File: src/hdl/sasc_pkg.sv
// shared constants and types for the section average speed checker
`timescale 1ns / 1ps
package sasc_pkg;

  localparam int VEHICLE_ENTRIES_DEF = 256;
  localparam int GATE_COUNT_DEF      = 64;

  localparam int GATE_W  = 6;
  localparam int POS_W   = 20;
  localparam int PLATE_W = 64;
  localparam int TIME_W  = 40;
  localparam int CFG_W   = 16;
  localparam int SPEED_W = 24;
  localparam int CNT_W   = 32;
  localparam int SUM_W   = 48;

  localparam int FACTOR_W = 19;
  localparam logic [FACTOR_W-1:0] CENTI_KMH_PER_M_PER_MS = 19'd360000;
  localparam int NUM_W = POS_W + FACTOR_W;
  localparam int DIV_CNT_W = $clog2(NUM_W + 1);

  localparam logic [SPEED_W-1:0] SPEED_MAX = '1;

  localparam logic [CFG_W-1:0] LIMIT_RESET    = 16'd13000;
  localparam logic [CFG_W-1:0] MIN_INTV_RESET = 16'd100;

  localparam logic REG_SPEED_LIMIT = 1'b0;
  localparam logic REG_MIN_INTV    = 1'b1;

  typedef struct packed {
    logic done;
    logic rem_nz;
  } div_stat_t;

endpackage

File: src/hdl/sasc_div.sv
// restoring divider, one quotient bit per cycle
`timescale 1ns / 1ps
module sasc_div (
  input  logic                          clk,
  input  logic                          rst_n,
  input  logic                          start,
  input  logic [sasc_pkg::NUM_W-1:0]    num,
  input  logic [sasc_pkg::TIME_W-1:0]   den,
  output logic [sasc_pkg::NUM_W-1:0]    quot,
  output sasc_pkg::div_stat_t           stat
);

  logic [sasc_pkg::NUM_W-1:0]     num_sh_r;
  logic [sasc_pkg::NUM_W-1:0]     quot_r;
  logic [sasc_pkg::TIME_W-1:0]    rem_r;
  logic [sasc_pkg::DIV_CNT_W-1:0] cnt_r;
  logic                           busy_r;
  logic                           done_r;
  logic [sasc_pkg::TIME_W:0]      trial;
  logic                           fits;

  assign trial = {rem_r, num_sh_r[sasc_pkg::NUM_W-1]};
  assign fits  = trial >= {1'b0, den};

  always_ff @(posedge clk) begin
    if (!rst_n) begin
      busy_r <= 1'b0;
      done_r <= 1'b0;
      cnt_r  <= '0;
    end else begin
      done_r <= 1'b0;
      if (start) begin
        busy_r <= 1'b1;
        cnt_r  <= sasc_pkg::DIV_CNT_W'(sasc_pkg::NUM_W);
      end else if (busy_r) begin
        cnt_r <= cnt_r - 1'b1;
        if (cnt_r == sasc_pkg::DIV_CNT_W'(1)) begin
          busy_r <= 1'b0;
          done_r <= 1'b1;
        end
      end
    end
  end

  always_ff @(posedge clk) begin
    if (start) begin
      num_sh_r <= num;
      rem_r    <= '0;
      quot_r   <= '0;
    end else if (busy_r) begin
      num_sh_r <= {num_sh_r[sasc_pkg::NUM_W-2:0], 1'b0};
      quot_r   <= {quot_r[sasc_pkg::NUM_W-2:0], fits};
      if (fits) begin
        rem_r <= sasc_pkg::TIME_W'(trial - {1'b0, den});
      end else begin
        rem_r <= trial[sasc_pkg::TIME_W-1:0];
      end
    end
  end

  assign quot        = quot_r;
  assign stat.done   = done_r;
  assign stat.rem_nz = |rem_r;

endmodule

File: config.mk
export PLATFORM = sky130hd
export DESIGN_NAME = sasc_div
export DESIGN_NICKNAME = d
export VERILOG_FILES = /design/src/hdl/sasc_pkg.sv /design/src/hdl/sasc_div.sv
export SDC_FILE = /design/constraint.sdc
export NUM_CORES = 1
export LEC_CHECK = 0
export BUFFER_PORTS_ARGS = -buffer_cell sky130_fd_sc_hd__buf_2
export CAP_MARGIN = 20
export CELL_PAD_IN_SITES_DETAIL_PLACEMENT = 0
export CELL_PAD_IN_SITES_GLOBAL_PLACEMENT = 1
export CORE_ASPECT_RATIO = 0.8
export CORE_MARGIN = 5
export CORE_UTILIZATION = 39
export CTS_CLUSTER_SIZE = 8
export DETAILED_ROUTE_END_ITERATION = 7
export PLACE_DENSITY_LB_ADDON = 0.08
export SLEW_MARGIN = 5
export SYNTH_ARGS = -nofsm -noshare
export SYNTH_HDL_FRONTEND = slang
export SYNTH_SLANG_ARGS = --single-unit
File: constraint.sdc
create_clock -name clk -period 2.7 [get_ports clk]
set_input_delay 0.405 -clock clk [delete_from_list [all_inputs] [get_ports clk]]
set_output_delay 0.405 -clock clk [all_outputs]
set_load 0.01 [all_outputs]
# Word level (Yosys, flattened, before mapping)
# Cells that the tools add are included.
[totals]
mem_bits_rw = 0
ff_bits = 126
romBits = 0
elab_cells = 26
memories = 0
latch_bits = 0
[op_classes]
shift = 0
n_eq_ne = 1
bitwise_logic = 2
n_lt_le_gt_ge = 1
div_mod_pow = 0
addsub = 2
mux = 9
reduce_logical = 4
multipliers = 0
[op_table]
columns = ["cell", "n"]
rows = [
  ["39-bit two-way mux", 2],
  ["41-bit by 40-bit >= comparator with 1-bit output", 1],
  ["40-bit two-way mux", 1],
  ["40-bit OR reduction", 1],
  ["40-bit subtractor", 1],
  ["6-bit two-way mux", 2],
  ["6-bit by 1-bit equality test with 1-bit output, second input constant", 1],
  ["6-bit by 1-bit subtractor with 6-bit output, second input constant", 1],
  ["1-bit two-way mux", 4],
  ["3-bit OR reduction", 1],
  ["1-bit inverter", 2],
  ["2-bit nonzero test", 1],
  ["2-bit OR reduction", 1],
]

# Depth between registers and ports, before layout
# Gate-level depths: netlist (run 1).
[logic_depth]
ltp_word = 4
depth_mapped = 13

# Least setup slack after synthesis (run 1)
# No wires, ideal clock.
[synth_path]
path_type = "input -> register"
from = "in den[0] in the netlist's numbering"
to = "reg rem_r[20] in the netlist's numbering"
t_arrival_ps = 2564
required_ps = 2642
n_path_buf = 0
path_stages = 10
setup_ps = 58
path_slack_ps = 79
path_cell_list = "ha_1 fa_1 nor2b_1 o2111ai_1 a21oi_1 o31a_1 a211oi_1 or3_1 a311oi_1 a21o_1"
[synth_via]
elab_chain_len = 2
elab_cells_between_ends = 3
classes_between = "1 x add/sub; 1 x order compare; 1 x mux"
[synth_lines]
columns = ["element", "line_no", "text"]
rows = [
  ["from (decl)", "sasc_div.sv:8", "input logic [sasc_pkg::TIME_W-1:0] den,"],
  ["40-bit subtractor or 41-bit by 40-bit >= comparator with 1-bit output (tied branches)", "sasc_div.sv:54, sasc_div.sv:23", ""],
  ["40-bit two-way mux (*)", "sasc_div.sv:53", "if (fits) begin"],
  ["to (signal assigned)", "sasc_div.sv:54", "rem_r <= sasc_pkg::TIME_W'(trial - {1'b0, den});"],
  ["to (signal assigned)", "sasc_div.sv:56", "rem_r <= trial[sasc_pkg::TIME_W-1:0];"],
  ["to (decl)", "sasc_div.sv:15", "logic [sasc_pkg::TIME_W-1:0] rem_r;"],
]
# Mark *: on every way between the ends. The rest lies on a longest branch, timed or not.
# A chain may end at the register's enable or synchronous reset.

# Final worst setup path (run 1)
[layout_path]
from = "reg num_sh_r[38] in the netlist's numbering"
to = "reg rem_r[32] in the netlist's numbering"
[layout_via]
elab_chain_len = 2
elab_cells_between_ends = 3
classes_between = "1 x add/sub; 1 x order compare; 1 x mux"
[layout_lines]
columns = ["element", "line_no", "text"]
rows = [
  ["from (decl)", "sasc_div.sv:13", "logic [sasc_pkg::NUM_W-1:0] num_sh_r;"],
  ["from (signal assigned)", "sasc_div.sv:47", "num_sh_r <= num;"],
  ["from (signal assigned)", "sasc_div.sv:51", "num_sh_r <= {num_sh_r[sasc_pkg::NUM_W-2:0], 1'b0};"],
  ["40-bit subtractor or 41-bit by 40-bit >= comparator with 1-bit output (tied branches)", "sasc_div.sv:54, sasc_div.sv:23", ""],
  ["40-bit two-way mux (*)", "sasc_div.sv:53", ""],
]
# Marks and branches as above.

==> results by group, run 1 <==
Drt
  – DRT iter0 DRCs: 496
  – Final wirelength: 24100 um
  – Met2 WL post-DR: 10200 um
  – Post-route DRC: 0
  – Drt first pass iters: 5
  – DR WL/cell: 17.05 um
  – Detailed-route via count: 7516
  – Vias per cell: 5.319
  – Routed met3 length: 1424 um
  – M1 WL: 12150 um
  – Max Used Layer: met4
  – DRT antenna net count: 0

Placed design
  – # placed instances: 1377
  – Hpwl dp: 17850 um
  – PortBufs: 122
  – Placer Congestion: 0.9192

Power and ir drop
  – Sw Share: 27.27%
  – Static leakage: 4.809 nW
  – Logic pwr share: 19.2%
  – Clock power frac: 43.8%
  – Part of the power in registers: 36.9%
  – P_int: 4.192 mW
  – Worst vdd ir: 364.6 uV
  – PD cells: 542.6 nW/um^2
  – Net Switching: 1.571 mW

Setup path
  – CP delay by family, top: compound AO/OA/AOI/OAI gates
  – CP Capture Type: flip-flop
  – Cell count along the critical path: 11
  – Worst path cell trace: inv_2 -> ha_4 -> fa_2 -> nor2b_4 -> o2111ai_2 -> a21oi_2 -> o31a_1 -> a41o_1 -> or4_1 -> nand4_1 -> o221ai_1
  – Critical Path Start Type: flip-flop
  – Worst R2R Path Depth: 11
  – Worst reg2reg setup slack: -0.02 ns
  – Worst Setup Path Type: flip-flop to flip-flop
  – Max stage delay on crit path: 0.42 ns
  – Launch point of the worst path: num_sh_r[38]$_DFFE_PP_
  – Worst path buffer plus inverter count: 1
  – Worst Path Arrival: 3.00 ns
  – Critical path peak fanout: 5
  – R2r endpoint: rem_r[32]$_SDFFE_PP0P_
  – Crit path to: rem_r[32]$_SDFFE_PP0P_
  – Worst path required time: 2.98 ns
  – Crit-path slowest cell: edfxtp_1
  – R2R Path Start: num_sh_r[38]$_DFFE_PP_

Clocking
  – CTS Root Cell: clkbuf_16
  – Worst skew pair latency: 0.42 ns
  – CTS H-tree lvls: 4
  – Clk pin slew, worst setup/hold paths: 0.06 ns
  – CTS tree: yes
  – Clock buffer depth: 2
  – CTS buffer count: 17
  – Clock sink total: 126
  – CTS Hold Buffers Added: 0

Layout
  – Final core occ: 53.65%
  – Non-filler cells, final: 1413
  – Most frequent cells in the layout: buf_4, buf_2, nand2_1, nor2_1, dfxtp_1
  – Share of layout cells above drive strength 1: 35.07%
  – Filler cells: 1896
  – Nets: 1261
  – Synth-to-Final Area Change: 35.15%
  – Register Area: 2920 sq um
  – Diode count: 0
  – Multi-input gate area: 4718 sq um
  – Most common cell after layout, fill and taps aside: buf_4

Logic synthesis
  – FFs w/ async S/R, synth: 0%
  – Post-synthesis register bit count: 126
  – Post-synthesis sequential area ratio: 37.06%
  – Syn. warnings: 0
  – Synth Instances: 893
  – Post-synth cell types: 69
  – Main flop type after synthesis: dfxtp_1
  – Syn Area/Cell: 8.800 sq um
  – Syn nets: 1018
  – Yosys top cell by area: dfxtp_1
  – Number of enable flip-flop cells after synthesis: 39
  – Top cell type's share of synthesized area: 22.16%
  – Synth Cell Area: 7859 sq um
  – Area contributors post-synth: dfxtp_1, edfxtp_1, ha_1

Global routing
  – Global-route wire length before repair: 38000 um
  – GRT Total Usage: 20.50%
  – Vias in the first global route: 7132
  – Largest net degree at the start of global routing: 58
  – Gr ovfl total: 0
  – Initial antenna violation count: 0

Timing
  – Final setup margin: -0.01660 ns
  – RSZ-0062 raised after global routing: yes
  – Layout Skew: 0.01147 ns
  – Max Slew Vio Count: 0
  – Final setup fails: 1
  – Worst-margin pin slew: 0.7108 ns
  – Min Clock Period, post-route: 2.717 ns
  – Rel. slew slack: 52.62%
  – FMAX: 368.1 MHz
  – Tcrit/Tclk final: 100.6%
  – Fin. Hold Viols: 0

Status
  – Violated checks: setup timing
  – Status: finished with violations

Die
  – Initial cell density of the core: 39.69%
  – # IOs: 123
  – DIE AREA: 23110 sq um
  – Die height: 137.0 um
  – Core Region: 19800 sq um
  – Num rows: 46
  – Die boundary width: 168.7 um

Min path
  – Hold Crit Class: input pin to flip-flop

Run
  – # Max-Cap Violations: 0
flip-flops by register name, indices dropped and copies added, names as in the netlist:
name / cells
cnt_r: 6
done_r: 1
busy_r: 1
num_sh_r: 39
quot: 39
rem_r: 40
per-layer routing:
metal / vias up / track usage (%)
li1: 3749 / -
met1: 3524 / 31.17
met2: 217 / 29.92
met3: 26 / 3.638
met4: 0 / 5.002
met5: - / 0
cells in the mapped netlist (all sizes together) (16+ instances only):
cell    number
nand2       93
dfxtp       87
nor2        87
a21oi       66
inv         55
mux2i       44
ha          42
edfxtp      39
mux2        38
o21ai       37
clkbuf      35
a311oi      20
buf         19
xnor2       19
nor4        16
metrics by stage:
stage	power [mW]	setup WS [ns]	instance area [sq um]	hold WS, ns	TNS [ns]
finish	5.763	-0.01660	10620	0.2719	-0.01660
global route	6.031	-0.1537	10620	0.2664	-0.6539
detailed placement	3.212	-0.2636	9702	0.4865	-3.161
CTS	5.785	0.001445	10400	0.2604	0
floorplan	2.773	0.07862	7859	0.4698	0
global placement	3.219	-0.1828	9702	0.4719	-2.751
worst min path at each step:
stage                               start                     to  slack [ns]  cells past startpoint
floorplan           rem_r[7]$_SDFFE_PP0P_  rem_r[7]$_SDFFE_PP0P_        0.47                      2
global placement    quot[38]$_SDFFE_PP0P_  quot[38]$_SDFFE_PP0P_        0.47                      2
detailed placement  quot[38]$_SDFFE_PP0P_  quot[38]$_SDFFE_PP0P_        0.49                      2
CTS                                 rst_n  cnt_r[0]$_SDFFE_PN0P_        0.26                      2
global route                        rst_n  cnt_r[0]$_SDFFE_PN0P_        0.27                      2
finish                              rst_n  cnt_r[0]$_SDFFE_PN0P_        0.27                      2
cells by family after synthesis:
group,after synthesis,share of synthesized area [%]
compound gates,225,19.20
buf+inv,109,5.747
xor+xnor,31,3.455
mux,82,11.05
flops,126,37.06
fa+ha+maj,43,6.942
simple gates,277,16.54
worst register-to-register path, delay by kind of cell (launching register included):
family | cells | cell delay, ns
flops | 1 | 0.42
buf+inv | 1 | 0.09
fa+ha+maj | 2 | 0.39
simple gates | 3 | 0.55
compound gates | 5 | 1.13
power groups by stage:
stage	sequential [mW]	clock, mW	combinational (mW)
after floorplan	2.15	0	0.624
after global placement	2.16	0	1.06
after detailed placement	2.17	0	1.05
after CTS	2.13	2.59	1.07
after global routing	2.14	2.68	1.22
final	2.13	2.53	1.11
area by class of cell:
class                   count  share of cell area, %
well taps                 264                  3.110
repair buffers            278                  16.94
multi-input cells         658                  44.42
clock inverters            12                  1.579
inverters                  55                  1.944
clock buffers              20                  4.512
flip-flops and latches    126                  27.49
repair_timing:
item	4_1_cts	5_1_grt
setup buffers	0	4
pin swaps	4	21
setup endpoints to repair	11	40
gates resized for setup	11	44
(Power assumes the default switching activity.)
==> inputs of run 2 (changes only) <==
- CTS_CLUSTER_SIZE: 8 -> 28
- HOLD_SLACK_MARGIN: not set -> 0.02
- REMOVE_ABC_BUFFERS: not set -> 1
==> run 2 against run 1 <==
The run now ends clean. Clock power fell by 5%. Worst hold slack got worse by 0.0087 ns. Cell count rose by 0.28%.
==> results by group, run 2 (same netlist as run 1, synthesis figures left out) <==
Die
  – Num rows: 46
  – Die boundary width: 168.7 um
  – Die height: 137.0 um
  – Core Region: 19800 sq um
  – DIE AREA: 23110 sq um
  – Initial cell density of the core: 39.69%
  – # IOs: 123

Global routing
  – GRT Total Usage: 20.46%
  – Global-route wire length before repair: 37850 um
  – Largest net degree at the start of global routing: 77
  – Gr ovfl total: 0
  – Vias in the first global route: 7018
  – Initial antenna violation count: 1

Placed design
  – Hpwl dp: 18030 um
  – Placer Congestion: 0.9017
  – PortBufs: 122
  – Dpl ws: -0.3493 ns
  – # placed instances: 1380

Layout
  – Biggest register: rem_r
  – Nets: 1265
  – Synth-to-Final Area Change: 35.84%
  – Diode count: 0
  – Share of layout cells above drive strength 1: 35.39%
  – Non-filler cells, final: 1417
  – Filler cells: 1926
  – Final core occ: 53.92%
  – Largest register FFs: 40
  – Most frequent cells in the layout: buf_4, buf_2, nand2_1, nor2_1, dfxtp_1
  – Most common cell after layout, fill and taps aside: buf_4

Drt
  – DR WL/cell: 16.99 um
  – Vias per cell: 5.242
  – Detailed-route via count: 7428
  – DRT iter0 DRCs: 532
  – DRT antenna net count: 0
  – Drt first pass iters: 5
  – Post-route DRC: 0
  – Final wirelength: 24080 um

Timing
  – Hold Slack: 0.2632 ns
  – Worst-margin pin slew: 0.5225 ns
  – Tcrit/Tclk final: 98.94%
  – Fin. Hold Viols: 0
  – Layout Skew: 0.01216 ns
  – RSZ-0062 raised after global routing: yes
  – Final setup margin: 0.02861 ns
  – Min Clock Period, post-route: 2.671 ns
  – Max Slew Vio Count: 0
  – FMAX: 374.3 MHz
  – Final setup fails: 0
  – Rel. slew slack: 64.84%

Setup path
  – R2r endpoint: rem_r[30]$_SDFFE_PP0P_
  – Crit path to: rem_r[30]$_SDFFE_PP0P_
  – Worst Setup Path Type: flip-flop to flip-flop
  – Worst R2R Path Depth: 12
  – Critical Path Start Type: flip-flop
  – Launch point of the worst path: num_sh_r[38]$_DFFE_PP_
  – Worst Path Arrival: 3.01 ns
  – Worst path required time: 3.04 ns
  – CP Capture Type: flip-flop
  – Worst reg2reg setup slack: 0.03 ns
  – R2R Path Start: num_sh_r[38]$_DFFE_PP_
  – Critical path peak fanout: 3

Clocking
  – CTS H-tree lvls: 4
  – CTS buffer count: 17
  – Clk pin slew, worst setup/hold paths: 0.07 ns
  – Worst skew pair latency: 0.42 ns
  – CTS Hold Buffers Added: 0
  – CTS tree: yes
  – Clock sink total: 126
  – Clock buffer depth: 2
  – CTS Root Cell: clkbuf_16

Min path
  – Hold Crit Class: input pin to flip-flop

Status
  – Status: complete, no violations

Power and ir drop
  – Static leakage: 4.813 nW
  – PD cells: 531.2 nW/um^2
  – Tot Pwr: 5.671 mW
  – Worst vdd ir: 398.4 uV

Run
  – # Max-Cap Violations: 0
-- run 2: changes by cell type in the layout (fill, tap and decap cells not counted), sizes merged --
cell / previous run / this run
clkbuf: 20 / 21
bufinv: 3 / 1
buf: 278 / 282
clkinv: 2 / 3
inv: 61 / 62
clkinvlp: 1 / 0
-- run 2: final cells by class --
cell class              instances  area (sq um)  share of cell area [%]
inverters                      55         206.4                   1.934
well taps                     264         330.3                   3.094
clock inverters                11         113.9                   1.067
multi-input cells             658          4743                   44.43
flip-flops and latches        126          2920                   27.36
repair buffers                282          1856                   17.38
clock buffers                  21         505.5                   4.735
-- run 2: worst min path at each step --
stage                                endpoint                   start  slack (ns)  cells after the start
global placement        quot[38]$_SDFFE_PP0P_   quot[38]$_SDFFE_PP0P_        0.48                      2
finish              num_sh_r[0]$_SDFFCE_PN0P_                  num[0]        0.26                      2
floorplan              rem_r[16]$_SDFFE_PP0P_  rem_r[16]$_SDFFE_PP0P_        0.46                      2
global route           num_sh_r[28]$_DFFE_PP_                 num[28]        0.26                      2
detailed placement      quot[38]$_SDFFE_PP0P_   quot[38]$_SDFFE_PP0P_        0.48                      2
CTS                 num_sh_r[0]$_SDFFCE_PN0P_                  num[0]        0.25                      2
-- run 2: repair_timing --
action | CTS | global route
pin swaps | 3 | 20
endpoints found under the setup margin | 11 | 30
hold endpoints to repair | 0 | 0
buffers inserted | 1 | 4
resized for setup | 9 | 42
-- run 2: through the flow --
stage          TNS [ns]  instance area (sq um)
5_1_grt         -0.2280                  10680
3_3_place_gp     -4.450                   9762
6_report              0                  10680
4_1_cts               0                  10430
3_5_place_dp     -4.695                   9762
2_1_floorplan   -125.62                   7614
-- run 2: routing by layer --
layer,track usage [%],vias up,part of all wire [%]
li1,-,3751,-
met1,31.40,3486,51
met2,29.68,177,42
met3,4.216,12,5.7
met4,3.695,2,0.50
met5,0,-,0.029
-- run 2: where the power goes --
part           switching [mW]  internal, mW  total [mW]  leakage [nW]
sequential             0.0540          2.07        2.12          1.10
clock                   0.952          1.46        2.41         0.310
combinational           0.579         0.556        1.14          3.40
total                    1.59          4.09        5.67          4.81
-- run 2: critical path, stage by stage, from the launching register on --
cell and delay [ns]:
edfxtp_1 0.35, inv_2 0.05, ha_4 0.16, fa_2 0.40, nor2b_2 0.15, o2111ai_2 0.16, a21oi_2 0.24, buf_4 0.16
o21ai_4 0.06, a21oi_2 0.21, a311oi_1 0.12, or3_1 0.33, a311oi_2 0.19
==> inputs of run 3 (changes only) <==
- GPL_TIMING_DRIVEN: not set -> 0
==> run 3 against run 2 <==
The flow now finishes with violations (setup timing). Combinational power shrank 11%. Wire length grew 0.29%. Non-clock buffer count shrank 111. Largest cell class unchanged.
==> results by group, run 3 (same netlist as run 1, synthesis figures left out) <==
Die
  – Core Region: 19800 sq um
  – Die boundary width: 168.7 um
  – # IOs: 123
  – Die height: 137.0 um
  – Num rows: 46
  – Initial cell density of the core: 39.69%
  – DIE AREA: 23110 sq um

Setup path
  – Worst path required time: 3.03 ns
  – Worst path buffer plus inverter count: 3
  – Max stage delay on crit path: 0.35 ns
  – CP Capture Type: flip-flop
  – CP dominant cell by count: nand2_4
  – Critical path peak fanout: 8
  – Worst Path Arrival: 3.05 ns
  – CP delay by family, top: simple AND/OR/NAND/NOR gates
  – Worst Setup Path Type: flip-flop to flip-flop
  – Worst path cell trace: ha_4 -> and4_4 -> and3_4 -> nand2_4 -> nor4_4 -> buf_4 -> o2111ai_4 -> nand2_4 -> buf_12 -> clkbuf_16 -> nand2_2 -> a311oi_1
  – Crit-path slowest cell: dfxtp_2
  – Critical Path Start Type: flip-flop

Layout
  – Finished layout cell area: 10530 sq um
  – Biggest register: rem_r
  – Nets: 1157
  – Diode count: 0
  – Filler cells: 1908
  – Synth-to-Final Area Change: 34.01%
  – Register Area: 2939 sq um
  – Largest register FFs: 40
  – Most frequent cells in the layout: buf_2, nor2_1, nand2_1, dfxtp_1, inv_1
  – Share of layout cells above drive strength 1: 37.13%
  – Multi-input gate area: 5256 sq um
  – Most common cell after layout, fill and taps aside: buf_2
  – Non-filler cells, final: 1309

Clocking
  – Clock buffer depth: 2
  – Clk pin slew, worst setup/hold paths: 0.06 ns
  – CTS Hold Buffers Added: 0
  – CTS buffer count: 17
  – CTS tree: yes
  – CTS Root Cell: clkbuf_16
  – CTS H-tree lvls: 4
  – Clock sink total: 126
  – Worst skew pair latency: 0.43 ns

Global routing
  – Gr ovfl total: 0
  – Initial antenna violation count: 1
  – GRT Total Usage: 19.45%
  – Global-route wire length before repair: 35930 um
  – Largest net degree at the start of global routing: 65
  – Vias in the first global route: 6607

Drt
  – DR WL/cell: 18.45 um
  – Vias per cell: 5.536
  – Post-route DRC: 0
  – DRT iter0 DRCs: 534
  – DRT antenna net count: 0
  – Final wirelength: 24150 um
  – Drt first pass iters: 5
  – Detailed-route via count: 7246

Power and ir drop
  – Static leakage: 4.388 nW
  – PD cells: 533.3 nW/um^2
  – Tot Pwr: 5.616 mW
  – Worst vdd ir: 353.7 uV

Status
  – Status: finished with violations
  – Violated checks: setup timing

Timing
  – Hold Slack: 0.2619 ns
  – Max Slew Vio Count: 0
  – Tcrit/Tclk final: 100.5%
  – Fin. Hold Viols: 0
  – Layout Skew: 0.01356 ns
  – Rel. slew slack: 45.44%
  – RSZ-0062 raised after global routing: yes
  – Worst-margin pin slew: 0.8140 ns
  – Min Clock Period, post-route: 2.714 ns
  – FMAX: 368.5 MHz
  – Final setup margin: -0.01358 ns
  – Final setup fails: 5

Placed design
  – PortBufs: 122
  – Dpl ws: -1.536 ns
  – Hpwl dp: 16100 um
  – Placer Congestion: 0.8352
  – # placed instances: 1231
  – Dpl cell area: 8690 sq um

Min path
  – Hold Crit Class: input pin to flip-flop

Run
  – # Max-Cap Violations: 0
==> run 3: timing repair <==
| action | CTS | global route |
|---|---|---|
| setup buffers | 15 | 27 |
| cloned | 1 | 3 |
| pin swaps | 20 | 44 |
| endpoints found under the setup margin | 41 | 40 |
| resized for setup | 72 | 120 |
==> run 3: path summary, 6_finish.rpt <==
check,startpoint,endpoint,slack [ns],cells past startpoint
setup / recovery,rem_r[32]$_SDFFE_PP0P_,rem_r[15]$_SDFFE_PP0P_,-0.01,12
hold / removal,num[0],num_sh_r[0]$_SDFFCE_PN0P_,0.26,2
setup reg to reg,rem_r[32]$_SDFFE_PP0P_,rem_r[15]$_SDFFE_PP0P_,-0.01,12
hold reg to reg,rem_r[21]$_SDFFE_PP0P_,rem_r[22]$_SDFFE_PP0P_,0.50,2
==> run 3: layout make-up <==
cell class	count	area share, %
Clock buffer	20	4.562
Clock inverter	12	1.378
Inverter	55	1.996
Multi-Input combinational cell	660	49.91
Sequential cell	126	27.91
Tap cell	264	3.136
Timing Repair Buffer	171	11.06
Timing Repair inverter	1	0.04752
==> run 3: metrics by stage <==
| stage | util, % | setup TNS, ns |
|---|---|---|
| 6_report | 53.19 | -0.05181 |
| 5_1_grt | 53.19 | -1.389 |
| 4_1_cts | 49.36 | 0 |
| 3_5_place_dp | 43.89 | -50.98 |
| 3_3_place_gp | 43.21 | -378.23 |
| 2_1_floorplan | - | -125.62 |
==> run 3: power by group <==
group | internal, mW | total [mW] | switching, mW
sequential | 2.07 | 2.16 | 0.0876
combinational | 0.449 | 1.01 | 0.557
clock | 1.49 | 2.45 | 0.960
total | 4.01 | 5.62 | 1.60
==> run 3: routing by layer <==
metal | vias up | wire length [um] | track usage, % | share of wire (%)
li1 | 3547 | - | - | -
met1 | 3454 | 12190 | 29.29 | 50
met2 | 221 | 10230 | 28.08 | 42
met3 | 22 | 1479 | 4.187 | 6.1
met4 | 2 | 232 | 5.002 | 0.96
met5 | - | 7 | 0 | 0.029
